File: src/rtl/mmec_pkg.sv
package mmec_pkg;

   // Fixed field widths of the ports.
   localparam int CSR_INDEX_W = 3;
   localparam int CSR_DATA_W  = 16;
   localparam int COUNT_W     = 16;
   localparam int MODE_W      = 2;
   localparam int ROWCOUNT_W  = 13;
   localparam int COLCOUNT_W  = 13;
   localparam int COL_W       = 12;

   // Depth of the column queue between the accumulator and the row mapper.
   localparam int QUEUE_DEPTH = 4;

   // Register indexes of the configuration port.
   localparam logic [CSR_INDEX_W-1:0] CSR_SAMPLES_PER_COLUMN = 3'd0;
   localparam logic [CSR_INDEX_W-1:0] CSR_TRACE_MODE         = 3'd1;
   localparam logic [CSR_INDEX_W-1:0] CSR_ROW_COUNT          = 3'd2;
   localparam logic [CSR_INDEX_W-1:0] CSR_COLUMN_COUNT       = 3'd3;
   localparam logic [CSR_INDEX_W-1:0] CSR_FLAT_LINE_ENABLE   = 3'd4;

   // Register reset values.
   localparam logic [COUNT_W-1:0]    SPC_RESET  = 16'd1;
   localparam logic [MODE_W-1:0]     MODE_RESET = 2'd0;
   localparam logic [ROWCOUNT_W-1:0] ROWS_RESET = 13'd256;
   localparam logic [COLCOUNT_W-1:0] COLS_RESET = 13'd512;

   // Largest usable column count.
   localparam logic [COLCOUNT_W-1:0] MAX_COLUMNS = 13'd4096;

   // Decoded trace mode shared by the accumulator and the row mapper.
   typedef struct packed {
      logic stereo;
      logic left_right;
      logic flat_enable;
   } mode_type;

endpackage

File: src/rtl/minmax_envelope_column.sv
// Channel    | Direction | Handshake              | Contents
// req_*      | in        | req_valid / req_ready  | one mid and one side sample
// rsp_*      | out       | rsp_valid / rsp_ready  | column index and two row spans
// csr_*      | in        | csr_write_enable       | register index and write data
//
// One request is taken per cycle while the column queue has room; the
// accumulator itself never holds a request back.
// A column result passes from the queue through the mapping stages in order:
// queue pop with clamp, multiply, then round and offset into the output register.
// Reset is synchronous and active high; it restores the register defaults,
// clears the extremes, the sample count and the column index, and empties
// the queue and the mapping pipeline.
// A stalled response channel fills the pipeline and then the queue; only then
// does req_ready drop, and requests that do not close a column still wait.

module minmax_envelope_column #(
   parameter int SAMPLE_BITS = 16,
   parameter int ROW_BITS    = 12
) (
   input  logic                                 clock,
   input  logic                                 reset,

   input  logic                                 req_valid,
   output logic                                 req_ready,
   input  logic signed [SAMPLE_BITS-1:0]        req_mid_sample,
   input  logic signed [SAMPLE_BITS-1:0]        req_side_sample,

   output logic                                 rsp_valid,
   input  logic                                 rsp_ready,
   output logic [mmec_pkg::COL_W-1:0]           rsp_column_index,
   output logic                                 rsp_primary_drawn,
   output logic [ROW_BITS-1:0]                  rsp_primary_row_low,
   output logic [ROW_BITS-1:0]                  rsp_primary_row_high,
   output logic                                 rsp_secondary_drawn,
   output logic [ROW_BITS-1:0]                  rsp_secondary_row_low,
   output logic [ROW_BITS-1:0]                  rsp_secondary_row_high,

   input  logic                                 csr_write_enable,
   input  logic [mmec_pkg::CSR_INDEX_W-1:0]     csr_index,
   input  logic [mmec_pkg::CSR_DATA_W-1:0]      csr_write_data
);

   // One queue entry holds the four extremes of a finished column and its index.
   localparam int TW = SAMPLE_BITS + 1;
   localparam int QW = 4 * TW + mmec_pkg::COL_W;

   // Configuration registers.
   logic [mmec_pkg::COUNT_W-1:0]    spc_ff, spc_in;
   logic [mmec_pkg::MODE_W-1:0]     mode_ff, mode_in;
   logic [mmec_pkg::ROWCOUNT_W-1:0] rows_ff, rows_in;
   logic [mmec_pkg::COLCOUNT_W-1:0] cols_ff, cols_in;
   logic                            flat_ff, flat_in;

   mmec_pkg::mode_type mode;

   logic          req_fire;
   logic          push_valid;
   logic [QW-1:0] push_data;
   logic          q_not_full, q_not_empty, q_pop;
   logic [QW-1:0] q_data;

   always_comb begin
      spc_in  = spc_ff;
      mode_in = mode_ff;
      rows_in = rows_ff;
      cols_in = cols_ff;
      flat_in = flat_ff;
      if (csr_write_enable) begin
         case (csr_index)
            mmec_pkg::CSR_SAMPLES_PER_COLUMN: begin
               spc_in = csr_write_data;
            end
            mmec_pkg::CSR_TRACE_MODE: begin
               mode_in = csr_write_data[mmec_pkg::MODE_W-1:0];
            end
            mmec_pkg::CSR_ROW_COUNT: begin
               rows_in = csr_write_data[mmec_pkg::ROWCOUNT_W-1:0];
            end
            mmec_pkg::CSR_COLUMN_COUNT: begin
               cols_in = csr_write_data[mmec_pkg::COLCOUNT_W-1:0];
            end
            mmec_pkg::CSR_FLAT_LINE_ENABLE: begin
               flat_in = csr_write_data[0];
            end
            default: begin
            end
         endcase
      end
   end

   always_ff @(posedge clock) begin
      if (reset) begin
         spc_ff  <= mmec_pkg::SPC_RESET;
         mode_ff <= mmec_pkg::MODE_RESET;
         rows_ff <= mmec_pkg::ROWS_RESET;
         cols_ff <= mmec_pkg::COLS_RESET;
         flat_ff <= 1'b1;
      end else begin
         spc_ff  <= spc_in;
         mode_ff <= mode_in;
         rows_ff <= rows_in;
         cols_ff <= cols_in;
         flat_ff <= flat_in;
      end
   end

   // Bit 1 of the mode selects left/right sums; the unused code behaves the same way.
   assign mode.stereo      = (mode_ff != '0);
   assign mode.left_right  = mode_ff[1];
   assign mode.flat_enable = flat_ff;

   // A full queue holds off every request, since any request may close a column.
   assign req_ready = q_not_full;
   assign req_fire  = req_valid && req_ready;

   mmec_front #(
      .SAMPLE_BITS (SAMPLE_BITS)
   ) u_front (
      .clock              (clock),
      .reset              (reset),
      .fire               (req_fire),
      .mid_sample         (req_mid_sample),
      .side_sample        (req_side_sample),
      .samples_per_column (spc_ff),
      .column_count       (cols_ff),
      .mode               (mode),
      .push_valid         (push_valid),
      .push_data          (push_data)
   );

   mmec_queue #(
      .WIDTH (QW),
      .DEPTH (mmec_pkg::QUEUE_DEPTH)
   ) u_queue (
      .clock     (clock),
      .reset     (reset),
      .push      (push_valid),
      .push_data (push_data),
      .not_full  (q_not_full),
      .pop       (q_pop),
      .not_empty (q_not_empty),
      .pop_data  (q_data)
   );

   mmec_back #(
      .SAMPLE_BITS (SAMPLE_BITS),
      .ROW_BITS    (ROW_BITS)
   ) u_back (
      .clock                  (clock),
      .reset                  (reset),
      .q_valid                (q_not_empty),
      .q_data                 (q_data),
      .q_pop                  (q_pop),
      .row_count              (rows_ff),
      .mode                   (mode),
      .rsp_valid              (rsp_valid),
      .rsp_ready              (rsp_ready),
      .rsp_column_index       (rsp_column_index),
      .rsp_primary_drawn      (rsp_primary_drawn),
      .rsp_primary_row_low    (rsp_primary_row_low),
      .rsp_primary_row_high   (rsp_primary_row_high),
      .rsp_secondary_drawn    (rsp_secondary_drawn),
      .rsp_secondary_row_low  (rsp_secondary_row_low),
      .rsp_secondary_row_high (rsp_secondary_row_high)
   );

   // The mapping is monotonic and every column holds at least one sample,
   // so a drawn span never runs backward.
   assert property (@(posedge clock) disable iff (reset)
      rsp_valid && rsp_primary_drawn |-> rsp_primary_row_low <= rsp_primary_row_high)
      else $error("primary span runs backward");

   assert property (@(posedge clock) disable iff (reset)
      rsp_valid && rsp_secondary_drawn |-> rsp_secondary_row_low <= rsp_secondary_row_high)
      else $error("secondary span runs backward");

   // A suppressed trace reports both rows as zero; this check covers the case where both traces are suppressed.
   assert property (@(posedge clock) disable iff (reset)
      rsp_valid && !rsp_primary_drawn && !rsp_secondary_drawn |->
         rsp_primary_row_low == '0 && rsp_primary_row_high == '0 &&
         rsp_secondary_row_low == '0 && rsp_secondary_row_high == '0)
      else $error("suppressed span carries rows");

   // The queue is popped only when it holds an entry.
   assert property (@(posedge clock) disable iff (reset)
      q_pop |-> q_not_empty)
      else $error("column queue popped while empty");

endmodule

File: src/rtl/mmec_front.sv
module mmec_front #(
   parameter int SAMPLE_BITS = 16
) (
   input  logic                                clock,
   input  logic                                reset,
   input  logic                                fire,
   input  logic signed [SAMPLE_BITS-1:0]       mid_sample,
   input  logic signed [SAMPLE_BITS-1:0]       side_sample,
   input  logic [mmec_pkg::COUNT_W-1:0]        samples_per_column,
   input  logic [mmec_pkg::COLCOUNT_W-1:0]     column_count,
   input  mmec_pkg::mode_type                  mode,
   output logic                                push_valid,
   output logic [4*(SAMPLE_BITS+1)+mmec_pkg::COL_W-1:0] push_data
);

   localparam int TW = SAMPLE_BITS + 1;
   localparam logic signed [TW-1:0] MIN_RESET = {1'b0, {SAMPLE_BITS{1'b1}}};
   localparam logic signed [TW-1:0] MAX_RESET = {1'b1, {SAMPLE_BITS{1'b0}}};

   logic signed [TW-1:0] pmin_ff, pmin_in, pmax_ff, pmax_in;
   logic signed [TW-1:0] smin_ff, smin_in, smax_ff, smax_in;
   logic [mmec_pkg::COUNT_W-1:0] count_ff, count_in;
   logic [mmec_pkg::COL_W-1:0]   pos_ff, pos_in;

   logic signed [TW-1:0] mid_x, side_x, p_val, s_val;
   logic signed [TW-1:0] pmin_new, pmax_new, smin_new, smax_new;
   logic [mmec_pkg::COUNT_W-1:0]    count_next, spc_eff;
   logic [mmec_pkg::COLCOUNT_W-1:0] cc_eff, pos_inc;
   logic [mmec_pkg::COL_W-1:0]      pos_cur;
   logic                            col_end;

   always_comb begin
      mid_x  = {mid_sample[SAMPLE_BITS-1], mid_sample};
      side_x = {side_sample[SAMPLE_BITS-1], side_sample};
      if (mode.left_right) begin
         p_val = mid_x + side_x;
         s_val = mid_x - side_x;
      end else begin
         p_val = mid_x;
         s_val = side_x;
      end
      pmin_new = (p_val < pmin_ff) ? p_val : pmin_ff;
      pmax_new = (p_val > pmax_ff) ? p_val : pmax_ff;
      smin_new = (s_val < smin_ff) ? s_val : smin_ff;
      smax_new = (s_val > smax_ff) ? s_val : smax_ff;

      // The count wraps at its width; a wrap also closes the column.
      count_next = count_ff + 1'b1;
      spc_eff    = (samples_per_column == '0) ? mmec_pkg::COUNT_W'(1) : samples_per_column;
      col_end    = (count_next == '0) || (count_next >= spc_eff);

      if (column_count == '0) begin
         cc_eff = mmec_pkg::COLCOUNT_W'(1);
      end else if (column_count > mmec_pkg::MAX_COLUMNS) begin
         cc_eff = mmec_pkg::MAX_COLUMNS;
      end else begin
         cc_eff = column_count;
      end
      pos_cur = ({1'b0, pos_ff} >= cc_eff) ? '0 : pos_ff;
      pos_inc = {1'b0, pos_cur} + 1'b1;

      pmin_in  = pmin_ff;
      pmax_in  = pmax_ff;
      smin_in  = smin_ff;
      smax_in  = smax_ff;
      count_in = count_ff;
      pos_in   = pos_ff;
      if (fire) begin
         if (col_end) begin
            pmin_in  = MIN_RESET;
            pmax_in  = MAX_RESET;
            smin_in  = MIN_RESET;
            smax_in  = MAX_RESET;
            count_in = '0;
            pos_in   = (pos_inc >= cc_eff) ? '0 : pos_inc[mmec_pkg::COL_W-1:0];
         end else begin
            pmin_in  = pmin_new;
            pmax_in  = pmax_new;
            smin_in  = smin_new;
            smax_in  = smax_new;
            count_in = count_next;
         end
      end
   end

   assign push_valid = fire && col_end;
   assign push_data  = {pos_cur, smax_new, smin_new, pmax_new, pmin_new};

   always_ff @(posedge clock) begin
      if (reset) begin
         pmin_ff  <= MIN_RESET;
         pmax_ff  <= MAX_RESET;
         smin_ff  <= MIN_RESET;
         smax_ff  <= MAX_RESET;
         count_ff <= '0;
         pos_ff   <= '0;
      end else begin
         pmin_ff  <= pmin_in;
         pmax_ff  <= pmax_in;
         smin_ff  <= smin_in;
         smax_ff  <= smax_in;
         count_ff <= count_in;
         pos_ff   <= pos_in;
      end
   end

endmodule

File: src/rtl/mmec_queue.sv
module mmec_queue #(
   parameter int WIDTH = 80,
   parameter int DEPTH = 4
) (
   input  logic             clock,
   input  logic             reset,
   input  logic             push,
   input  logic [WIDTH-1:0] push_data,
   output logic             not_full,
   input  logic             pop,
   output logic             not_empty,
   output logic [WIDTH-1:0] pop_data
);

   localparam int PW = (DEPTH > 1) ? $clog2(DEPTH) : 1;
   localparam int CW = $clog2(DEPTH + 1);

   logic [WIDTH-1:0] entry_ff [DEPTH];
   logic [PW-1:0]    wr_ptr_ff, wr_ptr_in, rd_ptr_ff, rd_ptr_in;
   logic [CW-1:0]    count_ff, count_in;

   assign not_full  = (count_ff != CW'(DEPTH));
   assign not_empty = (count_ff != '0);
   assign pop_data  = entry_ff[rd_ptr_ff];

   always_comb begin
      wr_ptr_in = wr_ptr_ff;
      rd_ptr_in = rd_ptr_ff;
      count_in  = count_ff;
      if (push) begin
         wr_ptr_in = (wr_ptr_ff == PW'(DEPTH - 1)) ? '0 : wr_ptr_ff + 1'b1;
      end
      if (pop) begin
         rd_ptr_in = (rd_ptr_ff == PW'(DEPTH - 1)) ? '0 : rd_ptr_ff + 1'b1;
      end
      if (push && !pop) begin
         count_in = count_ff + 1'b1;
      end else if (pop && !push) begin
         count_in = count_ff - 1'b1;
      end
   end

   always_ff @(posedge clock) begin
      if (push) begin
         entry_ff[wr_ptr_ff] <= push_data;
      end
   end

   always_ff @(posedge clock) begin
      if (reset) begin
         wr_ptr_ff <= '0;
         rd_ptr_ff <= '0;
         count_ff  <= '0;
      end else begin
         wr_ptr_ff <= wr_ptr_in;
         rd_ptr_ff <= rd_ptr_in;
         count_ff  <= count_in;
      end
   end

endmodule

File: src/rtl/mmec_back.sv
module mmec_back #(
   parameter int SAMPLE_BITS = 16,
   parameter int ROW_BITS    = 12
) (
   input  logic                                clock,
   input  logic                                reset,
   input  logic                                q_valid,
   input  logic [4*(SAMPLE_BITS+1)+mmec_pkg::COL_W-1:0] q_data,
   output logic                                q_pop,
   input  logic [mmec_pkg::ROWCOUNT_W-1:0]     row_count,
   input  mmec_pkg::mode_type                  mode,
   output logic                                rsp_valid,
   input  logic                                rsp_ready,
   output logic [mmec_pkg::COL_W-1:0]          rsp_column_index,
   output logic                                rsp_primary_drawn,
   output logic [ROW_BITS-1:0]                 rsp_primary_row_low,
   output logic [ROW_BITS-1:0]                 rsp_primary_row_high,
   output logic                                rsp_secondary_drawn,
   output logic [ROW_BITS-1:0]                 rsp_secondary_row_low,
   output logic [ROW_BITS-1:0]                 rsp_secondary_row_high
);

   localparam int TW = SAMPLE_BITS + 1;
   localparam int HW = ROW_BITS + 1;
   localparam int CW = (HW > mmec_pkg::ROWCOUNT_W) ? HW : mmec_pkg::ROWCOUNT_W;
   localparam int PW = TW + ROW_BITS;
   localparam logic signed [TW-1:0] POS_FULL = {2'b01, {(SAMPLE_BITS-1){1'b0}}};
   localparam logic signed [TW-1:0] NEG_FULL = {2'b11, {(SAMPLE_BITS-1){1'b0}}};
   localparam logic [PW-1:0] ROUND_HALF =
      {{(ROW_BITS+1){1'b0}}, 1'b1, {(SAMPLE_BITS-1){1'b0}}};

   // Stage 1: clamped offsets and per-trace row ranges.
   logic                       s1_valid_ff, s1_valid_in;
   logic [TW-1:0]              u1_ff [4];
   logic [ROW_BITS-1:0]        d1_ff [2];
   logic [ROW_BITS-1:0]        lo1_ff [2];
   logic [1:0]                 drawn1_ff;
   logic [mmec_pkg::COL_W-1:0] pos1_ff;

   // Stage 2: products.
   logic                       s2_valid_ff, s2_valid_in;
   logic [PW-1:0]              prod2_ff [4];
   logic [ROW_BITS-1:0]        lo2_ff [2];
   logic [1:0]                 drawn2_ff;
   logic [mmec_pkg::COL_W-1:0] pos2_ff;

   // Stage 3: output register.
   logic                       rsp_valid_ff, rsp_valid_in;
   logic [ROW_BITS-1:0]        row3_ff [4];
   logic [1:0]                 drawn3_ff;
   logic [mmec_pkg::COL_W-1:0] pos3_ff;

   logic s1_ready, s2_ready, s3_ready;

   logic signed [TW-1:0]  ext [4];
   logic signed [TW-1:0]  clamped [4];
   logic [TW-1:0]         u_next [4];
   logic [CW-1:0]         rc_ext, rc_limit;
   logic [HW-1:0]         h, h_m1, p_span;
   logic [ROW_BITS-1:0]   half, p_d, s_d, p_lo;
   logic                  h_empty;
   logic [1:0]            drawn_next;
   logic [PW-1:0]         prod_next [4];
   logic [PW-1:0]         rounded [4];
   logic [ROW_BITS-1:0]   row_next [4];

   assign s3_ready = !rsp_valid_ff || rsp_ready;
   assign s2_ready = !s2_valid_ff || s3_ready;
   assign s1_ready = !s1_valid_ff || s2_ready;
   assign q_pop    = q_valid && s1_ready;

   always_comb begin
      for (int k = 0; k < 4; k++) begin
         ext[k] = q_data[k*TW +: TW];
         if (ext[k] < NEG_FULL) begin
            clamped[k] = NEG_FULL;
         end else if (ext[k] > POS_FULL) begin
            clamped[k] = POS_FULL;
         end else begin
            clamped[k] = ext[k];
         end
         u_next[k] = clamped[k] + POS_FULL;
      end

      rc_ext   = CW'(row_count);
      rc_limit = CW'(1) << ROW_BITS;
      h        = (rc_ext > rc_limit) ? rc_limit[HW-1:0] : rc_ext[HW-1:0];
      h_m1     = h - 1'b1;
      half     = h[HW-1:1];
      h_empty  = (h == '0);
      p_span   = h_m1 - {1'b0, half};

      // Stereo puts the primary trace in the upper half of the column.
      if (mode.stereo) begin
         p_lo = half;
         p_d  = p_span[ROW_BITS-1:0];
         s_d  = (half == '0) ? '0 : half - 1'b1;
      end else begin
         p_lo = '0;
         p_d  = h_m1[ROW_BITS-1:0];
         s_d  = '0;
      end

      drawn_next[0] = !h_empty && ((ext[0] != ext[1]) || mode.flat_enable);
      drawn_next[1] = mode.stereo && ((ext[2] != ext[3]) || mode.flat_enable);

      for (int k = 0; k < 4; k++) begin
         prod_next[k] = u1_ff[k] * d1_ff[k >> 1];
         rounded[k]   = prod2_ff[k] + ROUND_HALF;
         row_next[k]  = drawn2_ff[k >> 1]
                        ? lo2_ff[k >> 1] + rounded[k][SAMPLE_BITS +: ROW_BITS]
                        : '0;
      end

      s1_valid_in  = q_pop ? 1'b1 : (s2_ready ? 1'b0 : s1_valid_ff);
      s2_valid_in  = (s1_valid_ff && s2_ready) ? 1'b1 : (s3_ready ? 1'b0 : s2_valid_ff);
      rsp_valid_in = (s2_valid_ff && s3_ready) ? 1'b1 : (rsp_ready ? 1'b0 : rsp_valid_ff);
   end

   always_ff @(posedge clock) begin
      if (q_pop) begin
         for (int k = 0; k < 4; k++) begin
            u1_ff[k] <= u_next[k];
         end
         d1_ff[0]  <= p_d;
         d1_ff[1]  <= s_d;
         lo1_ff[0] <= p_lo;
         lo1_ff[1] <= '0;
         drawn1_ff <= drawn_next;
         pos1_ff   <= q_data[4*TW +: mmec_pkg::COL_W];
      end
      if (s1_valid_ff && s2_ready) begin
         for (int k = 0; k < 4; k++) begin
            prod2_ff[k] <= prod_next[k];
         end
         lo2_ff    <= lo1_ff;
         drawn2_ff <= drawn1_ff;
         pos2_ff   <= pos1_ff;
      end
      if (s2_valid_ff && s3_ready) begin
         for (int k = 0; k < 4; k++) begin
            row3_ff[k] <= row_next[k];
         end
         drawn3_ff <= drawn2_ff;
         pos3_ff   <= pos2_ff;
      end
   end

   always_ff @(posedge clock) begin
      if (reset) begin
         s1_valid_ff  <= 1'b0;
         s2_valid_ff  <= 1'b0;
         rsp_valid_ff <= 1'b0;
      end else begin
         s1_valid_ff  <= s1_valid_in;
         s2_valid_ff  <= s2_valid_in;
         rsp_valid_ff <= rsp_valid_in;
      end
   end

   assign rsp_valid              = rsp_valid_ff;
   assign rsp_column_index       = pos3_ff;
   assign rsp_primary_drawn      = drawn3_ff[0];
   assign rsp_primary_row_low    = row3_ff[0];
   assign rsp_primary_row_high   = row3_ff[1];
   assign rsp_secondary_drawn    = drawn3_ff[1];
   assign rsp_secondary_row_low  = row3_ff[2];
   assign rsp_secondary_row_high = row3_ff[3];

endmodule
File: config.mk
export PLATFORM = sky130hd
export DESIGN_NAME = minmax_envelope_column
export DESIGN_NICKNAME = d
export VERILOG_FILES = /design/src/rtl/mmec_pkg.sv /design/src/rtl/minmax_envelope_column.sv /design/src/rtl/mmec_front.sv /design/src/rtl/mmec_queue.sv /design/src/rtl/mmec_back.sv
export SDC_FILE = /design/constraint.sdc
export NUM_CORES = 2
export LEC_CHECK = 0
export BUFFER_PORTS_ARGS = -buffer_cell sky130_fd_sc_hd__buf_2
export CAP_MARGIN = 20
export CORE_MARGIN = 2
export CORE_UTILIZATION = 30
export CTS_BUF_LIST = sky130_fd_sc_hd__clkbuf_16
export CTS_CLUSTER_DIAMETER = 60
export DETAILED_ROUTE_END_ITERATION = 12
export PLACE_DENSITY = 0.48
export SKIP_CTS_REPAIR_TIMING = 1
export SKIP_LAST_GASP = 1
export SLEW_MARGIN = 10
export SYNTH_ARGS = -nofsm -noshare
export SYNTH_HDL_FRONTEND = slang
export SYNTH_SLANG_ARGS = --single-unit
export TNS_END_PERCENT = 5
File: constraint.sdc
create_clock -name clock -period 13.9 [get_ports clock]
set_input_delay 2.78 -clock clock [delete_from_list [all_inputs] [get_ports clock]]
set_output_delay 2.78 -clock clock [all_outputs]
set_load 0.02 [all_outputs]
; After elaboration in Yosys (flattened, before gate mapping)
; Memory sizes are Yosys's and may differ from the RTL's. A register that Yosys moved wholly into a read port is not among the register bits.
; Index checks and enable logic that the tools add are counted.
[word_totals]
ff_bits = 217
mem_bits_rw = 576
in_bits = 56
output_inout_bits = 64
wordCells = 172
mem_count = 5
[memory_table]
columns = name, depth, word_bits, read_ports, rd_ports_with_merged_regs, write_ports, line_no
row1 = u_queue.entry_ff, 4, 80, 1, 1, 1, mmec_queue.sv:18  ; logic [WIDTH-1:0] entry_ff [DEPTH];
row2 = u_back.prod2_ff, 4, 29, 4, 0, 4, mmec_back.sv:42  ; logic [PW-1:0] prod2_ff [4];
row3 = u_back.u1_ff, 4, 17, 4, 0, 4, mmec_back.sv:34  ; logic [TW-1:0] u1_ff [4];
row4 = u_back.row3_ff, 4, 12, 4, 0, 4, mmec_back.sv:49  ; logic [ROW_BITS-1:0] row3_ff [4];
row5 = u_back.d1_ff, 2, 12, 2, 0, 2, mmec_back.sv:35  ; logic [ROW_BITS-1:0] d1_ff [2];
[classes]
add_sub_neg = 21
mul = 4
magnitude_cmp = 17
eq_ne = 9
mux = 52
reduce_logical = 39
[op_table]
columns = op, n
row1 = $mux W17, 18
row2 = $mul A17 B12 Y29, 4
row3 = $add A28 B16 Y28 const B, 4
row4 = $mux W12, 9
row5 = $add A17 B17 Y17 const B, 4
row6 = $gt A17 B17 Y1 const B, 4
row7 = $lt A17 B16 Y1 const B, 4
row8 = $mux W13, 3
row9 = $gt A17 B17 Y1, 2
row10 = $lt A17 B17 Y1, 2
row11 = $ne A17 B17 Y1, 2
row12 = $logic_not A16 Y1, 2
row13 = $mux W16, 2
row14 = $gt A13 B13 Y1 const B, 2
row15 = $logic_not A13 Y1, 2
row16 = $add A12 B12 Y12, 2
row17 = $sub A12 B1 Y12 const B, 2
row18 = $add A16 B16 Y17, 1
row19 = $sub A16 B16 Y17, 1
row20 = $add A16 B1 Y16 const B, 1
row21 = $ge A16 B16 Y1, 1
row22 = $mux W1, 14
row23 = $add A12 B1 Y13 const B, 1
row24 = $ge A12 B13 Y1, 1
row25 = other kinds (20), 54

; Logic depth before layout (Yosys ltp)
[depth]
word_depth = 9
mapped_depth = 25
ltp_nobuf = 23

; Modules after synthesis
; A second synthesis with hierarchy kept.
[unflattened]
hier_cells = 5571
area_unflattened_um2 = 58911.5
[by_module_without_submodules]
columns = mod, n_inst, cells_each, area_each_um2, seq_area_each_um2
row1 = mmec_back, 1, 3664, 35444.0, 7807.5
row2 = mmec_queue, 1, 463, 12067.8, 9789.4
row3 = mmec_front, 1, 1270, 9506.6, 1921.8
row4 = minmax_envelope_column, 1, 174, 1893.1, 900.9

; Worst setup path after synthesis
; OpenSTA, ideal clock, no wires.
[synth_timing]
kind = input -> register
start = input port rsp_ready
end = register u_queue.count_ff[2]
setup_ps = 70
arrival_ps = 10585
required_time_ps = 13830
slack_ps = 3244
path_stages = 10
path_buffers = 0
path_cell_list = nor2b_1 and2_1 a21oi_1 inv_1 ha_1 inv_1 fa_1 xor2_1 or3_1 a21oi_1
[synth_between]
elab_chain_len = 7
word_cells_on_any_way = 9
classes_between = mux: 1 / reduce/logical: 8
[synth_rtl]
columns = item, line_no
row1 = "start, declared", minmax_envelope_column.sv:29  ; input logic rsp_ready,
row2 = $logic_or A1 B1 Y1 (*), mmec_back.sv:67  ; assign s3_ready = !rsp_valid_ff || rsp_ready;
row3 = $logic_or A1 B1 Y1 (*), mmec_back.sv:68  ; assign s2_ready = !s2_valid_ff || s3_ready;
row4 = $logic_or A1 B1 Y1 (*), mmec_back.sv:69  ; assign s1_ready = !s1_valid_ff || s2_ready;
row5 = $logic_and A1 B1 Y1 (*), mmec_back.sv:70  ; assign q_pop = q_valid && s1_ready;
row6 = named net q_pop, minmax_envelope_column.sv:59  ; logic q_not_full, q_not_empty, q_pop;
row7 = $logic_not A1 Y1, mmec_queue.sv:36  ; if (push && !pop) begin
row8 = $logic_and A1 B1 Y1, mmec_queue.sv:36
row9 = $mux W3 / $reduce_bool A2 Y1 (equally long branches), --
row10 = "end signal, assigned", mmec_queue.sv:57  ; count_ff <= count_in;
row11 = "end, declared", mmec_queue.sv:20  ; logic [CW-1:0] count_ff, count_in;
; The timed path passes the listed nets; every way through them passes the cells marked *.
; A chain may end at the register's enable or synchronous reset.

; Final worst setup path
[layout_timing]
start = input port req_mid_sample[0]
end = register u_front.pmin_ff[16]
[layout_between]
elab_chain_len = 5
[layout_rtl]
columns = item, line_no
row1 = "start, declared", minmax_envelope_column.sv:25  ; input logic signed [SAMPLE_BITS-1:0] req_mid_sample,
row2 = $add A16 B16 Y17, mmec_front.sv:36  ; p_val = mid_x + side_x;
row3 = $mux W17 (*), mmec_front.sv:35  ; if (mode.left_right) begin
row4 = $lt A17 B17 Y1, mmec_front.sv:42  ; pmin_new = (p_val < pmin_ff) ? p_val : pmin_ff;
row5 = $mux W17 (*), mmec_front.sv:42
row6 = $mux W17 (*), mmec_front.sv:69  ; if (col_end) begin
row7 = "end signal, assigned", mmec_front.sv:98  ; pmin_ff <= pmin_in;
row8 = "end, declared", mmec_front.sv:20  ; logic signed [TW-1:0] pmin_ff, pmin_in, pmax_ff, pmax_in;
; Every way passes the cells marked *; elsewhere a longest branch is shown, timed or not.

==> impl_metrics.env <==
export IMPL_cts_htree_levels=3
export IMPL_ys_top_cells_by_area="sky130_fd_sc_hd__edfxtp_1 (30%), sky130_fd_sc_hd__fa_1 (21%), sky130_fd_sc_hd__ha_1 (9.2%)"
export IMPL_tritoncts_num_buffers=92
export IMPL_run_status="finished clean"
export IMPL_final_seq_area_mm2=0.0204
export IMPL_die_area_mm2=0.197
export IMPL_timing_hold_worst_class="reg -> reg"
export IMPL_critPathKind="in -> reg"
export IMPL_syn2layout_area_growth_pct=10.9
export IMPL_grt_setup_unrepaired="no"
export IMPL_flop2flop_setup_slack_ns=7.46
export IMPL_synthCells=5522
export IMPL_async_set_reset_flop_share_out_of_synthesis_pct=0
export IMPL_critical_path_slowest_cell="sky130_fd_sc_hd__a2111oi_0"
export IMPL_start_util_pct=30.1
export IMPL_synth_edf_count=578
export IMPL_finalClockSkew_ns=0.0577
export IMPL_yosys_cell_types_count=81
export IMPL_timing_hold_worst_endpoint="u_back.rsp_column_index[4]$_DFFE_PP_"
export IMPL_path_max_fanout=25
export IMPL_wirelength_um=154000
export IMPL_std_cell_rows=161
export IMPL_multi_input_comb_area_mm2=0.0337
export IMPL_rr_startpoint="u_back.u1_ff[1][9]$_SDFFCE_PP0P_"
export IMPL_mean_instance_size_in_the_synthesized_netlist_um2=10.5
export IMPL_slew_viol_final=0
export IMPL_max_cap_viol_count=0
export IMPL_worst_setup_hold_path_clk_slew_ns=0.06
export IMPL_antenna_found_initial=4
export IMPL_cts_root_buffer_cell="sky130_fd_sc_hd__clkbuf_16"
export IMPL_finalSetupViolCount=0
export IMPL_detailedRoute_firstIterationViolations=1988
export IMPL_critPathArrivalTime_ns=8.21
export IMPL_first_pass_iters=5
export IMPL_largest_net_degree_at_the_start_of_global_routing=70
export IMPL_grt_first_pass_wirelength_um=242000
export IMPL_yosys_most_used_dff="sky130_fd_sc_hd__edfxtp_1"
export IMPL_final_period_utilization_pct=54.3
export IMPL_fmax_ghz=0.132
export IMPL_vert_die_dim_um=444
export IMPL_vias=38785
export IMPL_final_critical_path_required_period_ns=7.55
export IMPL_clock_sink_count=731
export IMPL_post_dp_hpwl_um=111000
export IMPL_yosysTopAreaCellShare_pct=29.9
export IMPL_wl_per_cell_um=18.9
export IMPL_timing_critical_path_from_type="input port"
export IMPL_clock_path_buffers=3
export IMPL_flip_flop_and_latch_count_after_synthesis=731
export IMPL_synthesis_nets=6602
export IMPL_worstPathRequired_ns=14.56
export IMPL_synthesis_yosys_warnings=0
export IMPL_grt_overall_usage_pct=15.7
export IMPL_startpoint_of_the_most_critical_hold_path="u_back.pos2_ff[4]$_DFFE_PP_"
export IMPL_fill_cells=19364
export IMPL_cp_slowest_stage_delay_ns=0.58
export IMPL_worst_skew_pair_late_latency_ns=0.72
export IMPL_mapped_area_mm2=0.0580
export IMPL_drive_above_1_share_pct=8.42
export IMPL_hold_path_depth=0
export IMPL_setup_total_negative_slack_ns=0
export IMPL_timing_reg2reg_worst_path_depth=17
export IMPL_first_global_vias=40779
export IMPL_grt_overflow=0
export IMPL_ant_nets=0
export IMPL_worstReg2RegEnd="u_back.prod2_ff[1][27]$_DFFE_PP_"
export IMPL_top_level_ports=120
export IMPL_synth_largest_area_cell="sky130_fd_sc_hd__edfxtp_1"
export IMPL_worst_slew_pin_slew_ns=0.976
export IMPL_port_buffers=119
export IMPL_routed_via_density=4.77
export IMPL_timing_slew_headroom_pct=34.8
export IMPL_die_width_um=444
export IMPL_finalHoldViolations=0
export IMPL_worstSetupStartpoint="req_mid_sample[0]"
export IMPL_cts_tree="done"
export IMPL_gp_congestion=0.839
export IMPL_net_total_in_the_final_layout=6614
export IMPL_cp_end_kind="register"
export IMPL_detail_route_drc_violations=0
export IMPL_design_core_area_mm2=0.192
export IMPL_cp_cell_sequence="buf_2 -> ha_1 -> fa_1 -> nand2b_1 -> a21oi_1 -> o211ai_1 -> a31oi_1 -> a211o_1 -> a221oi_1 -> xnor2_1 -> a21oi_1 -> ha_1 -> a21o_1 -> a211o_1 -> a2111oi_0 -> a221oi_4 -> buf_4 -> nor2_2 -> buf_8 -> a32oi_1 -> nor2_1"
export IMPL_yosysSeqAreaShare_pct=35.2
[flip-flops by register name, summed over array words and instances (netlist names), 3 cells and up, named ones only]
| name | flops |
|---|---|
| u_front.smax_ff | 17 |
| u_front.count_ff | 16 |
| u_front.pmin_ff | 17 |
| u_queue.entry_ff | 320 |
| u_back.pos1_ff | 12 |
| u_back.d1_ff | 24 |
| u_back.rsp_column_index | 12 |
| u_front.pmax_ff | 17 |
| u_front.pos_ff | 12 |
| u_back.u1_ff | 68 |
| u_back.lo2_ff | 12 |
| u_back.row3_ff | 48 |
| u_front.smin_ff | 17 |
| u_back.lo1_ff | 12 |
| u_queue.count_ff | 3 |
| u_back.prod2_ff | 52 |
| u_back.pos2_ff | 12 |
| cols_ff | 13 |
| rows_ff | 13 |
| spc_ff | 16 |
[worst max-delay path: cells and delay by family]
kind	cells	cell delay, ns
and+or+nand+nor	3	0.56
xor gates and xnor gates	1	0.10
AOI/OAI and AO/OA	11	3.13
buffers and inverters	3	0.62
adders and majority gates	3	0.99
[layout make-up]
type,instances,area share (%)
inverters,786,4.59
diodes,3,0.0117
clock buffers,93,3.62
multi-input cells,3743,52.4
well taps,2526,4.91
flip-flops and latches,731,31.8
repair buffers,180,1.65
clock inverters,75,1.07
[layer usage]
metal | share of wire (%) | vias to the layer above | routed length [um] | global-route usage, %
met1 | 47 | 19651 | 72600 | 22.0
met2 | 46 | 731 | 71200 | 25.6
li1 | - | 18198 | - | -
met3 | 4.3 | 201 | 6600 | 2.28
met5 | 0.016 | - | 25 | 0
met4 | 2.0 | 4 | 3100 | 3.62
[synthesized netlist by cell type (all sizes together) (28+ instances only)]
cell type,count
clkbuf,239
xor2,67
nand3,78
nor3,55
nand2,810
and2,324
xnor2,147
a21oi,219
mux2,38
o211ai,44
o21ai,98
mux4,80
a21o,57
nor2b,40
fa,598
a22oi,32
or3,28
inv,784
edfxtp,578
dfxtp,153
ha,426
nor2,295
nand4,38
[cell usage in the layout (no fill, tap or decap), types with 119 or more instances in the layout]
cell and instances:
sky130_fd_sc_hd__nand2_1 808, sky130_fd_sc_hd__inv_1 801, sky130_fd_sc_hd__fa_1 598, sky130_fd_sc_hd__edfxtp_1 578
sky130_fd_sc_hd__ha_1 426, sky130_fd_sc_hd__and2_1 319, sky130_fd_sc_hd__nor2_1 290, sky130_fd_sc_hd__a21oi_1 218
sky130_fd_sc_hd__dfxtp_1 150, sky130_fd_sc_hd__xnor2_1 147, sky130_fd_sc_hd__buf_2 119
[logic make-up (layout without fill, tap and decap cells)]
logic type,count (synthesis),after routing,synth area share [%]
AND/OR/NAND/NOR,1768,1768,14.2
buffers and inverters,1048,1134,6.83
adder cells (fa/ha/maj),1024,1024,29.8
flip-flops,731,731,35.2
AO/OA/AOI/OAI,608,608,6.61
XOR/XNOR,214,214,3.23
multiplexers,129,129,4.04
other,0,3,0
[how the worst max path moves through the flow]
stage | depth (start not counted) | endpoint
2_1_floorplan | 10 | u_queue.count_ff[2]$_SDFFE_PP0P_
3_3_place_gp | 20 | u_front.pmin_ff[16]$_SDFFE_PP0P_
3_5_place_dp | 20 | u_front.pmin_ff[16]$_SDFFE_PP0P_
4_1_cts | 20 | u_front.pmin_ff[16]$_SDFFE_PP0P_
5_1_grt | 21 | u_front.pmin_ff[5]$_SDFFE_PP1P_
6_report | 21 | u_front.pmin_ff[16]$_SDFFE_PP0P_
[metrics by stage]
stage / util [%] / setup slack, ns / cells / hold slack (ns) / area [um2]
floorplan: - / 3.24 / 5522 / 0.400 / 58000
global placement: 31.9 / 5.33 / 7963 / 0.404 / 61300
detailed placement: 31.9 / 5.23 / 7965 / 0.405 / 61300
CTS: 33.4 / 6.03 / 8133 / 0.425 / 64300
global route: 33.4 / 5.89 / 8135 / 0.433 / 64300
finish: 33.4 / 6.35 / 8137 / 0.419 / 64300
Power is not shown: default switching activity piles up to over one toggle a cycle in this logic, so the estimate is an artifact.
